<file path="src/hdl/psq_pkg.sv">
// shared types, constants and square tables for the polybius cipher
// no dependencies
`timescale 1ns / 1ps

package psq_pkg;

  localparam logic [7:0] NEWLINE     = 8'd10;
  localparam logic [7:0] CASE_OFFSET = 8'd32;
  localparam logic [5:0] SQ_SIZE     = 6'd36;
  localparam logic [5:0] SQ_SIDE     = 6'd6;
  localparam logic [2:0] NO_LABEL    = 3'd6;

  // configuration register indexes
  localparam logic REG_KEY  = 1'b0;
  localparam logic REG_MODE = 1'b1;

  typedef struct packed {
    logic [1:0] count;        // number of results, 0 to 2
    logic [7:0] char0;
    logic       nf0;
    logic [7:0] char1;
    logic       have_first;   // next pairing state
    logic [2:0] pending_row;
  } psq_res_t;

  // symbol at position idx of the unrotated alphabet
  function automatic logic [7:0] alphabet_at(input logic [5:0] idx);
    logic [7:0] r;
    if (idx < 6'd26) begin
      r = 8'h41 + {2'b00, idx};
    end else if (idx == 6'd26) begin
      r = 8'h20;
    end else if (idx < SQ_SIZE) begin
      r = 8'h31 + {2'b00, idx - 6'd27};
    end else begin
      r = 8'h00;
    end
    return r;
  endfunction

  // position of c in the alphabet, SQ_SIZE if absent
  function automatic logic [5:0] find_alpha(input logic [7:0] c);
    logic [7:0] d;
    logic [5:0] r;
    d = 8'h00;
    if (c >= 8'h41 && c <= 8'h5a) begin
      d = c - 8'h41;
      r = d[5:0];
    end else if (c == 8'h20) begin
      r = 6'd26;
    end else if (c >= 8'h31 && c <= 8'h39) begin
      d = c - 8'h31 + 8'd27;
      r = d[5:0];
    end else begin
      r = SQ_SIZE;
    end
    return r;
  endfunction

  function automatic logic [7:0] row_label(input logic [2:0] i);
    logic [7:0] r;
    unique case (i)
      3'd0:    r = 8'h4e; // N
      3'd1:    r = 8'h4f; // O
      3'd2:    r = 8'h52; // R
      3'd3:    r = 8'h4d; // M
      3'd4:    r = 8'h41; // A
      3'd5:    r = 8'h4c; // L
      default: r = 8'h00;
    endcase
    return r;
  endfunction

  function automatic logic [7:0] col_label(input logic [2:0] i);
    logic [7:0] r;
    unique case (i)
      3'd0:    r = 8'h58; // X
      3'd1:    r = 8'h49; // I
      3'd2:    r = 8'h46; // F
      3'd3:    r = 8'h52; // R
      3'd4:    r = 8'h41; // A
      3'd5:    r = 8'h54; // T
      default: r = 8'h00;
    endcase
    return r;
  endfunction

  function automatic logic [2:0] find_row(input logic [7:0] c);
    logic [2:0] r;
    unique case (c)
      8'h4e:   r = 3'd0;
      8'h4f:   r = 3'd1;
      8'h52:   r = 3'd2;
      8'h4d:   r = 3'd3;
      8'h41:   r = 3'd4;
      8'h4c:   r = 3'd5;
      default: r = NO_LABEL;
    endcase
    return r;
  endfunction

  function automatic logic [2:0] find_col(input logic [7:0] c);
    logic [2:0] r;
    unique case (c)
      8'h58:   r = 3'd0;
      8'h49:   r = 3'd1;
      8'h46:   r = 3'd2;
      8'h52:   r = 3'd3;
      8'h41:   r = 3'd4;
      8'h54:   r = 3'd5;
      default: r = NO_LABEL;
    endcase
    return r;
  endfunction

endpackage

</file>
<file path="src/hdl/psq_lookup.sv">
// combinational square lookup: one character to its results and next pairing state
// depends on psq_pkg
`timescale 1ns / 1ps

module psq_lookup (
  input  logic [7:0]       ch,
  input  logic [5:0]       key,
  input  logic             decrypt_mode,
  input  logic             have_first,
  input  logic [2:0]       pending_row,
  output psq_pkg::psq_res_t res
);

  logic [7:0]  c_fold;
  logic [5:0]  start;
  logic [5:0]  p;
  logic [5:0]  idx;
  logic [11:0] prod;
  logic [2:0]  enc_row;
  logic [5:0]  enc_col;
  logic [2:0]  dec_col;
  logic [5:0]  cell_idx;
  logic [6:0]  sum;
  logic [6:0]  sym_wide;

  assign c_fold = (ch >= 8'h61 && ch <= 8'h7a) ? ch - psq_pkg::CASE_OFFSET : ch;
  assign start  = (key >= psq_pkg::SQ_SIZE) ? key - psq_pkg::SQ_SIZE : key;

  // encrypt path
  assign p    = psq_pkg::find_alpha(c_fold);
  assign idx  = (p >= start) ? p - start : p - start + psq_pkg::SQ_SIZE;
  // divide by six through reciprocal, exact for idx below 36
  assign prod    = {6'b0, idx} * 12'd43;
  assign enc_row = prod[10:8];
  assign enc_col = idx - {3'b0, enc_row} * psq_pkg::SQ_SIDE;

  // decrypt path
  assign dec_col  = psq_pkg::find_col(c_fold);
  assign cell_idx = {3'b0, pending_row} * psq_pkg::SQ_SIDE + {3'b0, dec_col};
  assign sum      = {1'b0, start} + {1'b0, cell_idx};
  assign sym_wide = (sum >= {1'b0, psq_pkg::SQ_SIZE}) ? sum - {1'b0, psq_pkg::SQ_SIZE} : sum;

  always_comb begin
    res.count       = 2'd0;
    res.char0       = 8'h00;
    res.nf0         = 1'b0;
    res.char1       = psq_pkg::col_label(enc_col[2:0]);
    res.have_first  = have_first;
    res.pending_row = pending_row;
    if (ch == psq_pkg::NEWLINE) begin
      res.have_first = 1'b0;
    end else if (!decrypt_mode) begin
      if (p >= psq_pkg::SQ_SIZE) begin
        res.count = 2'd1;
        res.nf0   = 1'b1;
      end else begin
        res.count = 2'd2;
        res.char0 = psq_pkg::row_label(enc_row);
      end
    end else if (!have_first) begin
      res.have_first  = 1'b1;
      res.pending_row = psq_pkg::find_row(c_fold);
    end else begin
      res.have_first = 1'b0;
      res.count      = 2'd1;
      if (pending_row >= psq_pkg::NO_LABEL || dec_col >= psq_pkg::NO_LABEL) begin
        res.nf0 = 1'b1;
      end else begin
        res.char0 = psq_pkg::alphabet_at(sym_wide[5:0]);
      end
    end
  end

endmodule

</file>
<file path="src/hdl/polybius_square_char_cipher.sv">
// polybius square character cipher, 6x6 square rotated by key
// an item is held in the input register and looked up there, and its results are then registered into the result buffer
// throughput: one item per cycle with one or no result while res_stall is low; an item with results waits
// while the two-entry result buffer still holds a second result (it drains one result a cycle unless stalled)
// reset: synchronous rst clears key, mode, pairing state and all valid flags
// depends on psq_pkg and psq_lookup
`timescale 1ns / 1ps

module polybius_square_char_cipher (
  input  logic       clk,
  input  logic       rst,
  input  logic       cfg_valid,
  output logic       cfg_ready,
  input  logic       cfg_index,
  input  logic [5:0] cfg_data,
  input  logic       ch_valid,
  output logic       ch_stall,
  input  logic [7:0] ch,
  output logic       res_valid,
  input  logic       res_stall,
  output logic [7:0] out_char,
  output logic       not_found,
  output logic       last
);

  logic [5:0] key;
  logic       decrypt_mode;
  logic       have_first;
  logic [2:0] pending_row;

  logic       in_full;
  logic [7:0] in_ch;

  logic [1:0] cnt;
  logic [7:0] char0;
  logic       nf0;
  logic [7:0] char1;

  psq_pkg::psq_res_t res;
  logic out_xfer;
  logic buf_free;
  logic move;

  psq_lookup u_lookup (
    .ch           (in_ch),
    .key          (key),
    .decrypt_mode (decrypt_mode),
    .have_first   (have_first),
    .pending_row  (pending_row),
    .res          (res)
  );

  assign cfg_ready = 1'b1;
  assign res_valid = (cnt != 2'd0);
  assign out_char  = char0;
  assign not_found = nf0;
  assign last      = (cnt == 2'd1);

  assign out_xfer = res_valid && !res_stall;
  assign buf_free = (cnt == 2'd0) || (cnt == 2'd1 && out_xfer);
  // items without results pass even while the buffer is busy
  assign move     = in_full && (res.count == 2'd0 || buf_free);
  assign ch_stall = in_full && !move;

  always_ff @(posedge clk) begin
    if (rst) begin
      key          <= '0;
      decrypt_mode <= 1'b0;
    end else if (cfg_valid && cfg_ready) begin
      unique case (cfg_index)
        psq_pkg::REG_KEY:  key          <= cfg_data;
        psq_pkg::REG_MODE: decrypt_mode <= cfg_data[0];
      endcase
    end
  end

  always_ff @(posedge clk) begin
    if (rst) begin
      in_full <= 1'b0;
    end else if (ch_valid && !ch_stall) begin
      in_full <= 1'b1;
    end else if (move) begin
      in_full <= 1'b0;
    end
  end

  always_ff @(posedge clk) begin
    if (ch_valid && !ch_stall) begin
      in_ch <= ch;
    end
  end

  always_ff @(posedge clk) begin
    if (rst) begin
      have_first  <= 1'b0;
      pending_row <= '0;
    end else if (move) begin
      have_first  <= res.have_first;
      pending_row <= res.pending_row;
    end
  end

  always_ff @(posedge clk) begin
    if (rst) begin
      cnt <= 2'd0;
    end else if (move && res.count != 2'd0) begin
      cnt <= res.count;
    end else if (out_xfer) begin
      cnt <= cnt - 2'd1;
    end
  end

  always_ff @(posedge clk) begin
    if (move && res.count != 2'd0) begin
      char0 <= res.char0;
      nf0   <= res.nf0;
      char1 <= res.char1;
    end else if (out_xfer && cnt == 2'd2) begin
      // second result moves to the head
      char0 <= char1;
      nf0   <= 1'b0;
    end
  end

endmodule

</file>
<file path="config.mk">
export PLATFORM = sky130hd
export DESIGN_NAME = polybius_square_char_cipher
export DESIGN_NICKNAME = d
export VERILOG_FILES = /design/src/hdl/psq_pkg.sv /design/src/hdl/psq_lookup.sv /design/src/hdl/polybius_square_char_cipher.sv
export SDC_FILE = /design/constraint.sdc
export NUM_CORES = 1
export LEC_CHECK = 0
export ABC_AREA = 0
export BUFFER_PORTS_ARGS = -buffer_cell sky130_fd_sc_hd__buf_2
export CORE_ASPECT_RATIO = 1.4
export CORE_MARGIN = 2
export CORE_UTILIZATION = 30
export DETAILED_ROUTE_END_ITERATION = 7
export GPL_TIMING_DRIVEN = 0
export SETUP_SLACK_MARGIN = 0.5
export SYNTH_ARGS = -nofsm -noshare
export SYNTH_HDL_FRONTEND = slang
export SYNTH_SLANG_ARGS = --single-unit
</file>
<file path="constraint.sdc">
create_clock -name clk -period 18.07 [get_ports clk]
set_input_delay 2.7105 -clock clk [delete_from_list [all_inputs] [get_ports clk]]
set_output_delay 2.7105 -clock clk [all_outputs]
set_load 0.02 [all_outputs]
</file>
==> summary.md, run 1 <==
| Metric | Value |
|---|---|
| Synthesis Warnings | `0` |
| CTS H-tree depth | `2` |
| Ant diodes | `0` |
| Clock-pin slew on the worst setup and hold paths | `approximately 0.060 ns` |
| CTS root buf | `clkbuf_16` |
| Part of the cycle the worst path needs | `45.0%` |
| WHS Path Cells | `1` |
| Max-cap violations | `0` |
| Remaining antenna violation count | `0` |
| Outcome | `completed` |
| Initial antenna violation count | `0` |
| DR vias | `roughly 4000` |
| Slew headroom | `54.8%` |
| FF/Latch Area | `about 970 um2` |
| Area Overhead vs Synth | `12.5%` |
| Clock buffer depth | `2` |
| Fillcell total | `around 1600` |
| Core area | `roughly 0.015 mm2` |
| Worst path slowest cell | `fa_1` |
| Most common cell in the netlist | `ha_1` |
| Setup Buffers After CTS | `0` |
| Final Hold Fails | `0` |
| Cts hold-fix bufs | `0` |
| Clk_skew | `between 0.006 and 0.007 ns` |
| Seq/Total Area, Yosys | `a little over a fifth` |
| Area contributors post-synth | `ha_1, edfxtp_1, dfxtp_1, inv_1, nor2_1` |
| Die width | `about 110 um` |
| Post-synth EDFFs | `23` |
| Critical path endpoint category | `flop` |
| Design area | `slightly above 0.005 mm2` |
| Post-Layout Cell Count | `about 770` |
| RR Endpoint | `char1[4]` |
| Final RePlAce weighted congestion | `0.896` |
| Kind of critical path | `flop to flop` |
| Data arrival, critical path | `about 8.3 ns` |
| Most frequent cells after synthesis | `ha_1, inv_1, nor2_1, nand2_1, a21oi_1` |
| Yosys top cell by area | `ha_1` |
| Placed Cells incl. Taps | `about 770` |
| Async S/R FF share, synth | `0%` |
| Worst hold start | `in_full` |
| IO Pins | `33` |
| Peak Freq | `between 100 and 150 MHz` |
| Placement Cell Area | `slightly below 0.005 mm2` |
| Final #Nets | `677` |
| Yosys cell types | `76` |
| CTS Buf Count | `5` |
| Multi-input logic area | `~0.0032 mm2` |
| Die ar. | `roughly 0.016 mm2` |
| Mapped Area | `around 0.0045 mm2` |
| R2R cell count | `37` |
| Startpoint Class | `flop` |
| Place WS | `10.0 ns` |
| Clock latency on the worst-skew pair | `about 0.29 ns` |
| Largest net degree at the start of global routing | `14` |
| Post-Syn Instances | `542` |
| Worst Slack Setup Final | `between 9 and 10 ns` |
| Worst reg2reg path startpoint | `in_ch[1]` |
| DRC | `0` |
| Proportion of layout cells with a drive suffix above 1 | `a little over a tenth` |
| First-pass GRT wire length | `18600 um` |
| Post-Route WL | `around 11000 um` |
| Syn_nets | `approximately 640` |
| Post-detail-place hpwl | `~8800 um` |
| Max incr delay on CP | `approximately 0.53 ns` |
| GRT overflow | `0` |
| Post-CTS sizing | `0` |
| Critical Path RT | `between 15 and 20 ns` |
| Hold endpoint | `have_first` |
| Avg WL per Cell | `14.1 um` |
| Final Setup Violations | `0` |
| Setup TNS Final | `0 ns` |
| First-pass DRT Iterations | `5` |
| Row Count | `53` |
| Worst-Margin Slew | `0.676 ns` |
| DR iter-0 viols | `281` |
| Avg Synthesized Cell Area | `roughly 8.3 um2` |
| Top-area cell type share of the netlist area | `18.9%` |
| CTS Sinks | `37` |
| I/O Buffers | `31` |
| Die Y | `between 100 and 150 um` |
| Min cycle time layout | `8.13 ns` |
| Starting Density | `~30%` |
| Hold Crit Class | `flop to flop` |
| Worst-path fanout max | `8` |
| RSZ-0062 raised after global routing | `no` |
| CTS tree | `yes` |
| Synthesized flop and latch total | `37` |
| Top_reg_cell synth | `edfxtp_1` |
| GRT Util Overall | `between 10% and 20%` |
| Slew Limit Fails | `0` |
| R2R setup slack | `between 9 and 10 ns` |
| Number of global-route vias before repair | `roughly 4000` |
| Via-per-instance ratio | `5.13` |
-- metrics by stage --
step / hold slack (ns) / utilization [%]
after global routing: 0.555 / 34.2
after detailed placement: 0.482 / 33.0
after CTS: 0.496 / 34.2
after floorplan: 0.445 / -
final: 0.508 / 34.2
after global placement: 0.469 / 33.0
-- cells in the final DEF (no fill, tap or decap), types with 5 or more instances in the layout --
master and instances:
xnor2_1 20, inv_1 62, and2_1 5, mux2i_1 7
xor2_1 12, clkbuf_1 7, edfxtp_1 23, clkbuf_16 5
a311oi_1 5, nand3_1 15, and3_1 8, nor3_1 19
fa_1 9, nand2_1 41, nor2_1 51, buf_2 36
a211oi_1 5, o21ai_0 20, o211ai_1 7, dfxtp_1 14
nor2b_1 5, a21oi_1 37, o21ai_1 5, ha_1 68
-- logic make-up after synthesis --
family / share of synthesized area [%]
AND/OR/NAND/NOR: 19.5
other: 0.166
adder cells (fa/ha/maj): 22.9
multiplexers: 1.80
flip-flops: 21.5
buffers and inverters: 6.63
XOR/XNOR: 6.71
AO/OA/AOI/OAI: 20.9
-- state kept, by name, summed over array words and instances (netlist names), 2 cells and up --
| register | flops |
|---|---|
| out_char | 8 |
| cnt | 2 |
| pending_row | 3 |
| char1 | 6 |
| key | 6 |
| in_ch | 8 |
-- per-layer routing --
metal	wire length, um	GRT usage (%)
met1	4610	16.1
met2	5750	26.6
met3	277	1.35
met4	295	6.15
met5	0	0
-- worst max-delay path, delay by kind of cell, from the launching register on --
family / cells / cell delay, ns
AOI/OAI and AO/OA: 9 / 1.92
DFF: 1 / 0.47
xor gates and xnor gates: 4 / 1.24
buffers and inverters: 7 / 0.77
adders and majority gates: 8 / 2.48
and+or+nand+nor: 9 / 1.07
-- worst max-delay path by stage --
stage / from / to / slack (ns) / depth (start not counted)
after floorplan: in_ch[1] / char1[4] / 11.07 / 34
after global placement: in_ch[1] / char1[4] / 10.13 / 36
after detailed placement: in_ch[1] / char1[4] / 10.0 / 36
after CTS: in_ch[1] / char1[4] / 9.97 / 36
after global routing: in_ch[1] / char1[4] / 9.10 / 37
final: in_ch[1] / char1[4] / 9.94 / 37
-- area by class of cell --
class	count	area share, %
Clock inverter	2	0.764
Sequential cell	37	19.1
Tap cell	192	4.73
Clock buffer	6	2.54
Multi-Input combinational cell	428	63.9
Timing Repair Buffer	31	3.06
Buffer	13	1.16
Inverter	64	4.73
Power of run 1 is left out: the tool's default activity adds up to more than one toggle a clock period on the data nets, which glitch-free logic cannot reach.
==> run 2, diff against run 1 <==
- clock period: 18.07 -> 8.47 ns (I/O delays scaled with it)
==> run 2 against run 1 <==
  * First-iteration DRC count fell by 5.7%
  * Cell area rose by 2.6%
  * Hold slack got worse by 0.0013 ns
  * Sequential cell count did not move
  * Die area did not move
  * Via count rose by 1.6%
  * Wire length rose by 1.2%
  * Fmax rose by 9.3%
  * Global-route usage rose by 0.081 points
  * Sequential share of layout area fell by 0.49 points
  * Non-clock buffer count rose by 7
  * Critical path type unchanged
==> summary.md, run 2 (synthesized netlist as in run 1, its figures left out) <==
| Metric | Value |
|---|---|
| Outcome | `completed` |
| Clock-pin slew on the worst setup and hold paths | `0.06 ns (about the same)` |
| Clock latency on the worst-skew pair | `0.29 ns (about the same)` |
| Worst path slowest cell | `fa_1` |
| Placed Cells incl. Taps | `765 (unchanged)` |
| RSZ-0062 raised after global routing | `no` |
| Post-detail-place hpwl | `8830 um (unchanged)` |
| Max incr delay on CP | `0.52 ns (about the same)` |
| Hold Crit Class | `flop to flop` |
| GRT overflow | `0 (unchanged)` |
| Commonest non-fill, non-tap cell in the layout | `ha_1` |
| Worst-path fanout max | `8 (unchanged)` |
| DR vias | `4030 (+1.6%)` |
| Worst path most repeated cell | `ha_1` |
| Worst Path Buf+Inv | `6 (-1)` |
| Critical path endpoint category | `flop` |
| CTS Buf Count | `5 (unchanged)` |
| Startpoint Class | `flop` |
| Final #Nets | `684 (+1.0%)` |
| Fillcell total | `1557 (-0.57%)` |
| Critical Path RT | `8.60 ns (-9.60 ns)` |
| Initial antenna violation count | `0 (unchanged)` |
| CTS H-tree depth | `2 (unchanged)` |
| Starting Density | `30.4% (unchanged)` |
| Final RePlAce weighted congestion | `0.896 (unchanged)` |
| CTS tree | `yes` |
| First-pass DRT Iterations | `4 (-1)` |
| Clock buffer depth | `2 (unchanged)` |
| Die Y | `149 um (unchanged)` |
| Die width | `108 um (unchanged)` |
| Part of the cycle the worst path needs | `87.9% (+43 points)` |
| Die ar. | `0.0161 mm2 (unchanged)` |
| I/O Buffers | `31 (unchanged)` |
| Post-Route WL | `11100 um (+1.2%)` |
| Row Count | `53 (unchanged)` |
| Worst-Margin Slew | `0.687 ns (+0.0102 ns)` |
| Ant diodes | `0 (unchanged)` |
| Kind of critical path | `flop to flop` |
| Slew Limit Fails | `0 (unchanged)` |
| DR iter-0 viols | `265 (-5.7%)` |
| FF/Latch Area | `971 um2 (unchanged)` |
| Remaining antenna violation count | `0 (unchanged)` |
| Largest net degree at the start of global routing | `14 (unchanged)` |
| DRC | `0 (unchanged)` |
| Cts hold-fix bufs | `0 (unchanged)` |
| Clk_skew | `0.00565 ns (-0.00121 ns)` |
| Via-per-instance ratio | `5.17 (+0.70%)` |
| CTS Sinks | `37 (unchanged)` |
| Core area | `0.0149 mm2 (unchanged)` |
| Proportion of layout cells with a drive suffix above 1 | `14.5% (+3.6 points)` |
| Area Overhead vs Synth | `15.4%` |
| Peak Freq | `134 MHz (+9.3%)` |
| Data arrival, critical path | `7.58 ns (-0.69 ns)` |
| CTS root buf | `clkbuf_16` |
| Avg WL per Cell | `14.2 um (+0.30%)` |
| Setup TNS Final | `0 ns (unchanged)` |
| Final Setup Violations | `0 (unchanged)` |
| Slew headroom | `54.1% (-0.68 points)` |
| GRT Util Overall | `14.3% (+0.081 points)` |
| Min cycle time layout | `7.44 ns (-0.691 ns)` |
| Post-Layout Cell Count | `780 (+0.91%)` |
| Top delay family on crit path | `adder cells` |
| Most frequent cells in the layout | `ha_1, inv_1, nor2_1` |
| Multi-input logic area | `0.00332 mm2 (+2.5%)` |
| IO Pins | `33 (unchanged)` |
| Final Hold Fails | `0 (unchanged)` |
| Number of global-route vias before repair | `4061 (+0.32%)` |
| Max-cap violations | `0 (unchanged)` |
| First-pass GRT wire length | `18700 um (+0.67%)` |
run 2: cell count changes in the layout (fill, tap and decap cells not counted), sizes merged:
cell,before,now
buf,38,45
run 2: layout make-up:
cell class	count	share of cell area (%)
well taps	192	4.61
inverters	64	4.61
flip-flops and latches	37	18.6
plain buffers	13	1.15
multi-input cells	428	63.8
repair buffers	38	3.99
clock buffers	6	2.47
clock inverters	2	0.745
run 2: metrics by stage:
step | hold WS [ns] | setup slack [ns] | cell area [um2] | utilization, %
2_1_floorplan | 0.445 | 1.47 | 4510 | -
3_3_place_gp | 0.469 | 0.535 | 4910 | 33.0
3_5_place_dp | 0.482 | 0.397 | 4910 | 33.0
4_1_cts | 0.496 | 0.594 | 5090 | 34.2
5_1_grt | 0.555 | 0.484 | 5210 | 35.1
6_report | 0.507 | 1.03 | 5210 | 35.1
run 2: path summary, 6_finish.rpt:
path,start,end,slack (ns),depth (start not counted)
max,in_ch[0],char1[4],1.03,32
min,in_full,have_first,0.51,1
max reg2reg,in_ch[0],char1[4],1.03,32
min reg2reg,in_full,have_first,0.51,1
run 2: layer usage:
layer | track usage [%] | vias up | wire length [um]
li1 | - | 2009 | -
met1 | 16.2 | 1914 | 4490
met2 | 26.8 | 84 | 5900
met3 | 1.35 | 23 | 341
met4 | 6.15 | 0 | 321
met5 | 0 | - | 0
run 2: worst register-to-register path: cells and delay by family, from the launching register on:
kind / cells / cell delay [ns]
flops: 1 / 0.46
buf+inv: 6 / 0.56
compound gates: 7 / 1.27
xor+xnor: 4 / 1.02
mux: 1 / 0.31
simple gates: 5 / 0.59
fa+ha+maj: 9 / 3.09
run 2: repair_timing:
action                                  4_1_cts  5_1_grt
setup buffers                                 0        7
resized for setup                             2       16
endpoints found under the setup margin        6       12
pin swaps                                     0        6
Power of run 2 is left out for the same reason.
==> run 3, diff against run 2 <==
- CORE_UTILIZATION: 30 -> 60
- PLACE_DENSITY: default -> 0.79
==> run 3 against run 2 <==
  * Sequential cell count did not move
  * Largest cell class unchanged
  * Hold slack improved by 0.031 ns
  * First-iteration DRC count fell by 18%
  * Final cell count fell by 12%
  * Worst setup slack got worse by 0.0041 ns
  * Global-route usage rose by 11 points
  * Via count fell by 0.89%
  * Critical path depth rose by 2
  * Fmax barely moved
  * Register-to-register slack barely moved
  * Die area fell by 49%
==> summary.md, run 3 (synthesized netlist as in run 1, its figures left out) <==
| Metric | Value |
|---|---|
| Proportion of layout cells with a drive suffix above 1 | `12.8% (-1.7 points)` |
| Min cycle time layout | `7.45 ns (+0.00406 ns)` |
| Clk_skew | `0.0107 ns (+0.00510 ns)` |
| Commonest non-fill, non-tap cell in the layout | `ha_1` |
| CTS root buf | `clkbuf_8` |
| Worst path most repeated cell | `inv_1` |
| Hold Crit Class | `flop to flop` |
| IO Pins | `33 (unchanged)` |
| Worst-Margin Slew | `0.696 ns (+0.00934 ns)` |
| Post-Route WL | `10000 um (-9.3%)` |
| Row Count | `37 (-30%)` |
| I/O Buffers | `31 (unchanged)` |
| Met3 Usage GRT | `3.37% (+2.0 points)` |
| Part of the cycle the worst path needs | `87.9% (about the same)` |
| Remaining antenna violation count | `0 (unchanged)` |
| CTS Sinks | `37 (unchanged)` |
| Die width | `77.3 um (-28%)` |
| Cts hold-fix bufs | `0 (unchanged)` |
| Kind of critical path | `flop to flop` |
| Peak Freq | `134 MHz (about the same)` |
| Initial antenna violation count | `0 (unchanged)` |
| Post-detail-place hpwl | `7960 um (-9.8%)` |
| CTS tree | `yes` |
| Starting Density | `61.7% (+31 points)` |
| DR iter-0 viols | `218 (-18%)` |
| CTS Buf Count | `5 (unchanged)` |
| Area Overhead vs Synth | `10.1%` |
| RSZ-0062 raised after global routing | `no` |
| Clock buffer depth | `2 (unchanged)` |
| DR vias | `3994 (-0.89%)` |
| First-pass GRT wire length | `17200 um (-8.3%)` |
| Setup TNS Final | `0 ns (unchanged)` |
| Data arrival, critical path | `7.60 ns (+0.02 ns)` |
| Clock-pin slew on the worst setup and hold paths | `0.07 ns (about the same)` |
| Worst reg2reg path startpoint | `in_ch[1]` |
| Outcome | `completed` |
| Startpoint Class | `flop` |
| Critical Path RT | `8.62 ns (+0.02 ns)` |
| Avg WL per Cell | `14.7 um (+3.6%)` |
| Final RePlAce weighted congestion | `0.929 (+3.6%)` |
| WHS Path Cells | `2 (+1)` |
| Most frequent cells in the layout | `ha_1, inv_1, nor2_1` |
| First-pass DRT Iterations | `5 (+1)` |
| Number of global-route vias before repair | `3899 (-4.0%)` |
| M1 GR Usage | `28.7% (+13 points)` |
| GRT Util Overall | `25.5% (+11 points)` |
| Slew Limit Fails | `0 (unchanged)` |
| R2R cell count | `34 (+6.3%)` |
| Met2 Use GR | `47.3% (+21 points)` |
| CTS H-tree depth | `2 (unchanged)` |
| Ant diodes | `0 (unchanged)` |
| Final #Nets | `682 (-0.29%)` |
| Worst-path fanout max | `7 (-1)` |
| Max-cap violations | `0 (unchanged)` |
| Die Y | `107 um (-29%)` |
| Max incr delay on CP | `0.54 ns (+0.02 ns)` |
| DRC | `0 (unchanged)` |
| Crit path from | `in_ch[1]` |
| Largest net degree at the start of global routing | `14 (unchanged)` |
| Critical path endpoint category | `flop` |
| Grt peak-use layer | `met2` |
| Slew headroom | `53.5% (-0.62 points)` |
| Worst hold start | `pending_row[0]` |
| Worst path slowest cell | `fa_1` |
| GRT overflow | `0 (unchanged)` |
| Final Setup Violations | `0 (unchanged)` |
| Clock latency on the worst-skew pair | `0.31 ns (+0.02 ns)` |
| Via-per-instance ratio | `5.85 (+13%)` |
| Die ar. | `0.00824 mm2 (-49%)` |
| Final Hold Fails | `0 (unchanged)` |
| Core area | `0.00731 mm2 (-51%)` |
[run 3: cell count changes in the layout (fill, tap and decap cells not counted), moves of 2 or more]
cell       delta
clkbuf_16     -5
xor2_2        -2
xor2_1        +2
inv_2         -2
clkbuf_8      +6
inv_1         +2
buf_4         -2
[run 3: metal layers]
layer  part of all wire (%)  wire, um  vias to the layer above
li1                       -         -                     2013
met4                    3.2       325                        0
met2                     52      5240                      113
met3                    3.6       365                       28
met5                      0         0                        -
met1                     41      4100                     1840
[run 3: worst paths after layout]
check	slack (ns)	endpoint
worst min register to register	0.54	pending_row[0]
worst max-delay path	1.02	char1[4]
worst max register to register	1.02	char1[4]
worst min-delay path	0.54	pending_row[0]
[run 3: area by class of cell]
cell class,count,area [um2]
Multi-Input combinational cell,428,3290
Timing Repair Buffer,36,193
Fill cell,661,2340
Tap cell,97,121
Clock buffer,8,90.1
Buffer,13,60.1
Sequential cell,37,971
Inverter,64,240
[run 3: what timing repair did]
item	CTS	global route
hold endpoints to repair	0	0
buffers inserted	0	5
pin swaps	0	2
setup endpoints to repair	2	12
resized for setup	1	9
[run 3: critical path, delay by kind of cell, from the launching register on]
kind	cells	cell delay (ns)
AO/OA/AOI/OAI	10	1.85
XOR/XNOR	3	0.64
adder cells (fa/ha/maj)	8	2.73
buffers and inverters	7	0.68
flip-flops	1	0.45
multiplexers	1	0.35
AND/OR/NAND/NOR	5	0.59
[run 3: per-stage QoR]
step	hold WS, ns	area [um2]	cells	utilization [%]	setup slack (ns)
2_1_floorplan	0.445	4510	542	-	1.47
3_3_place_gp	0.517	4790	670	65.5	0.631
3_5_place_dp	0.525	4790	670	65.5	0.499
4_1_cts	0.541	4890	678	66.8	0.529
5_1_grt	0.558	4970	683	67.9	0.465
6_report	0.538	4970	683	67.9	1.02
Power of run 3 is left out for the same reason.
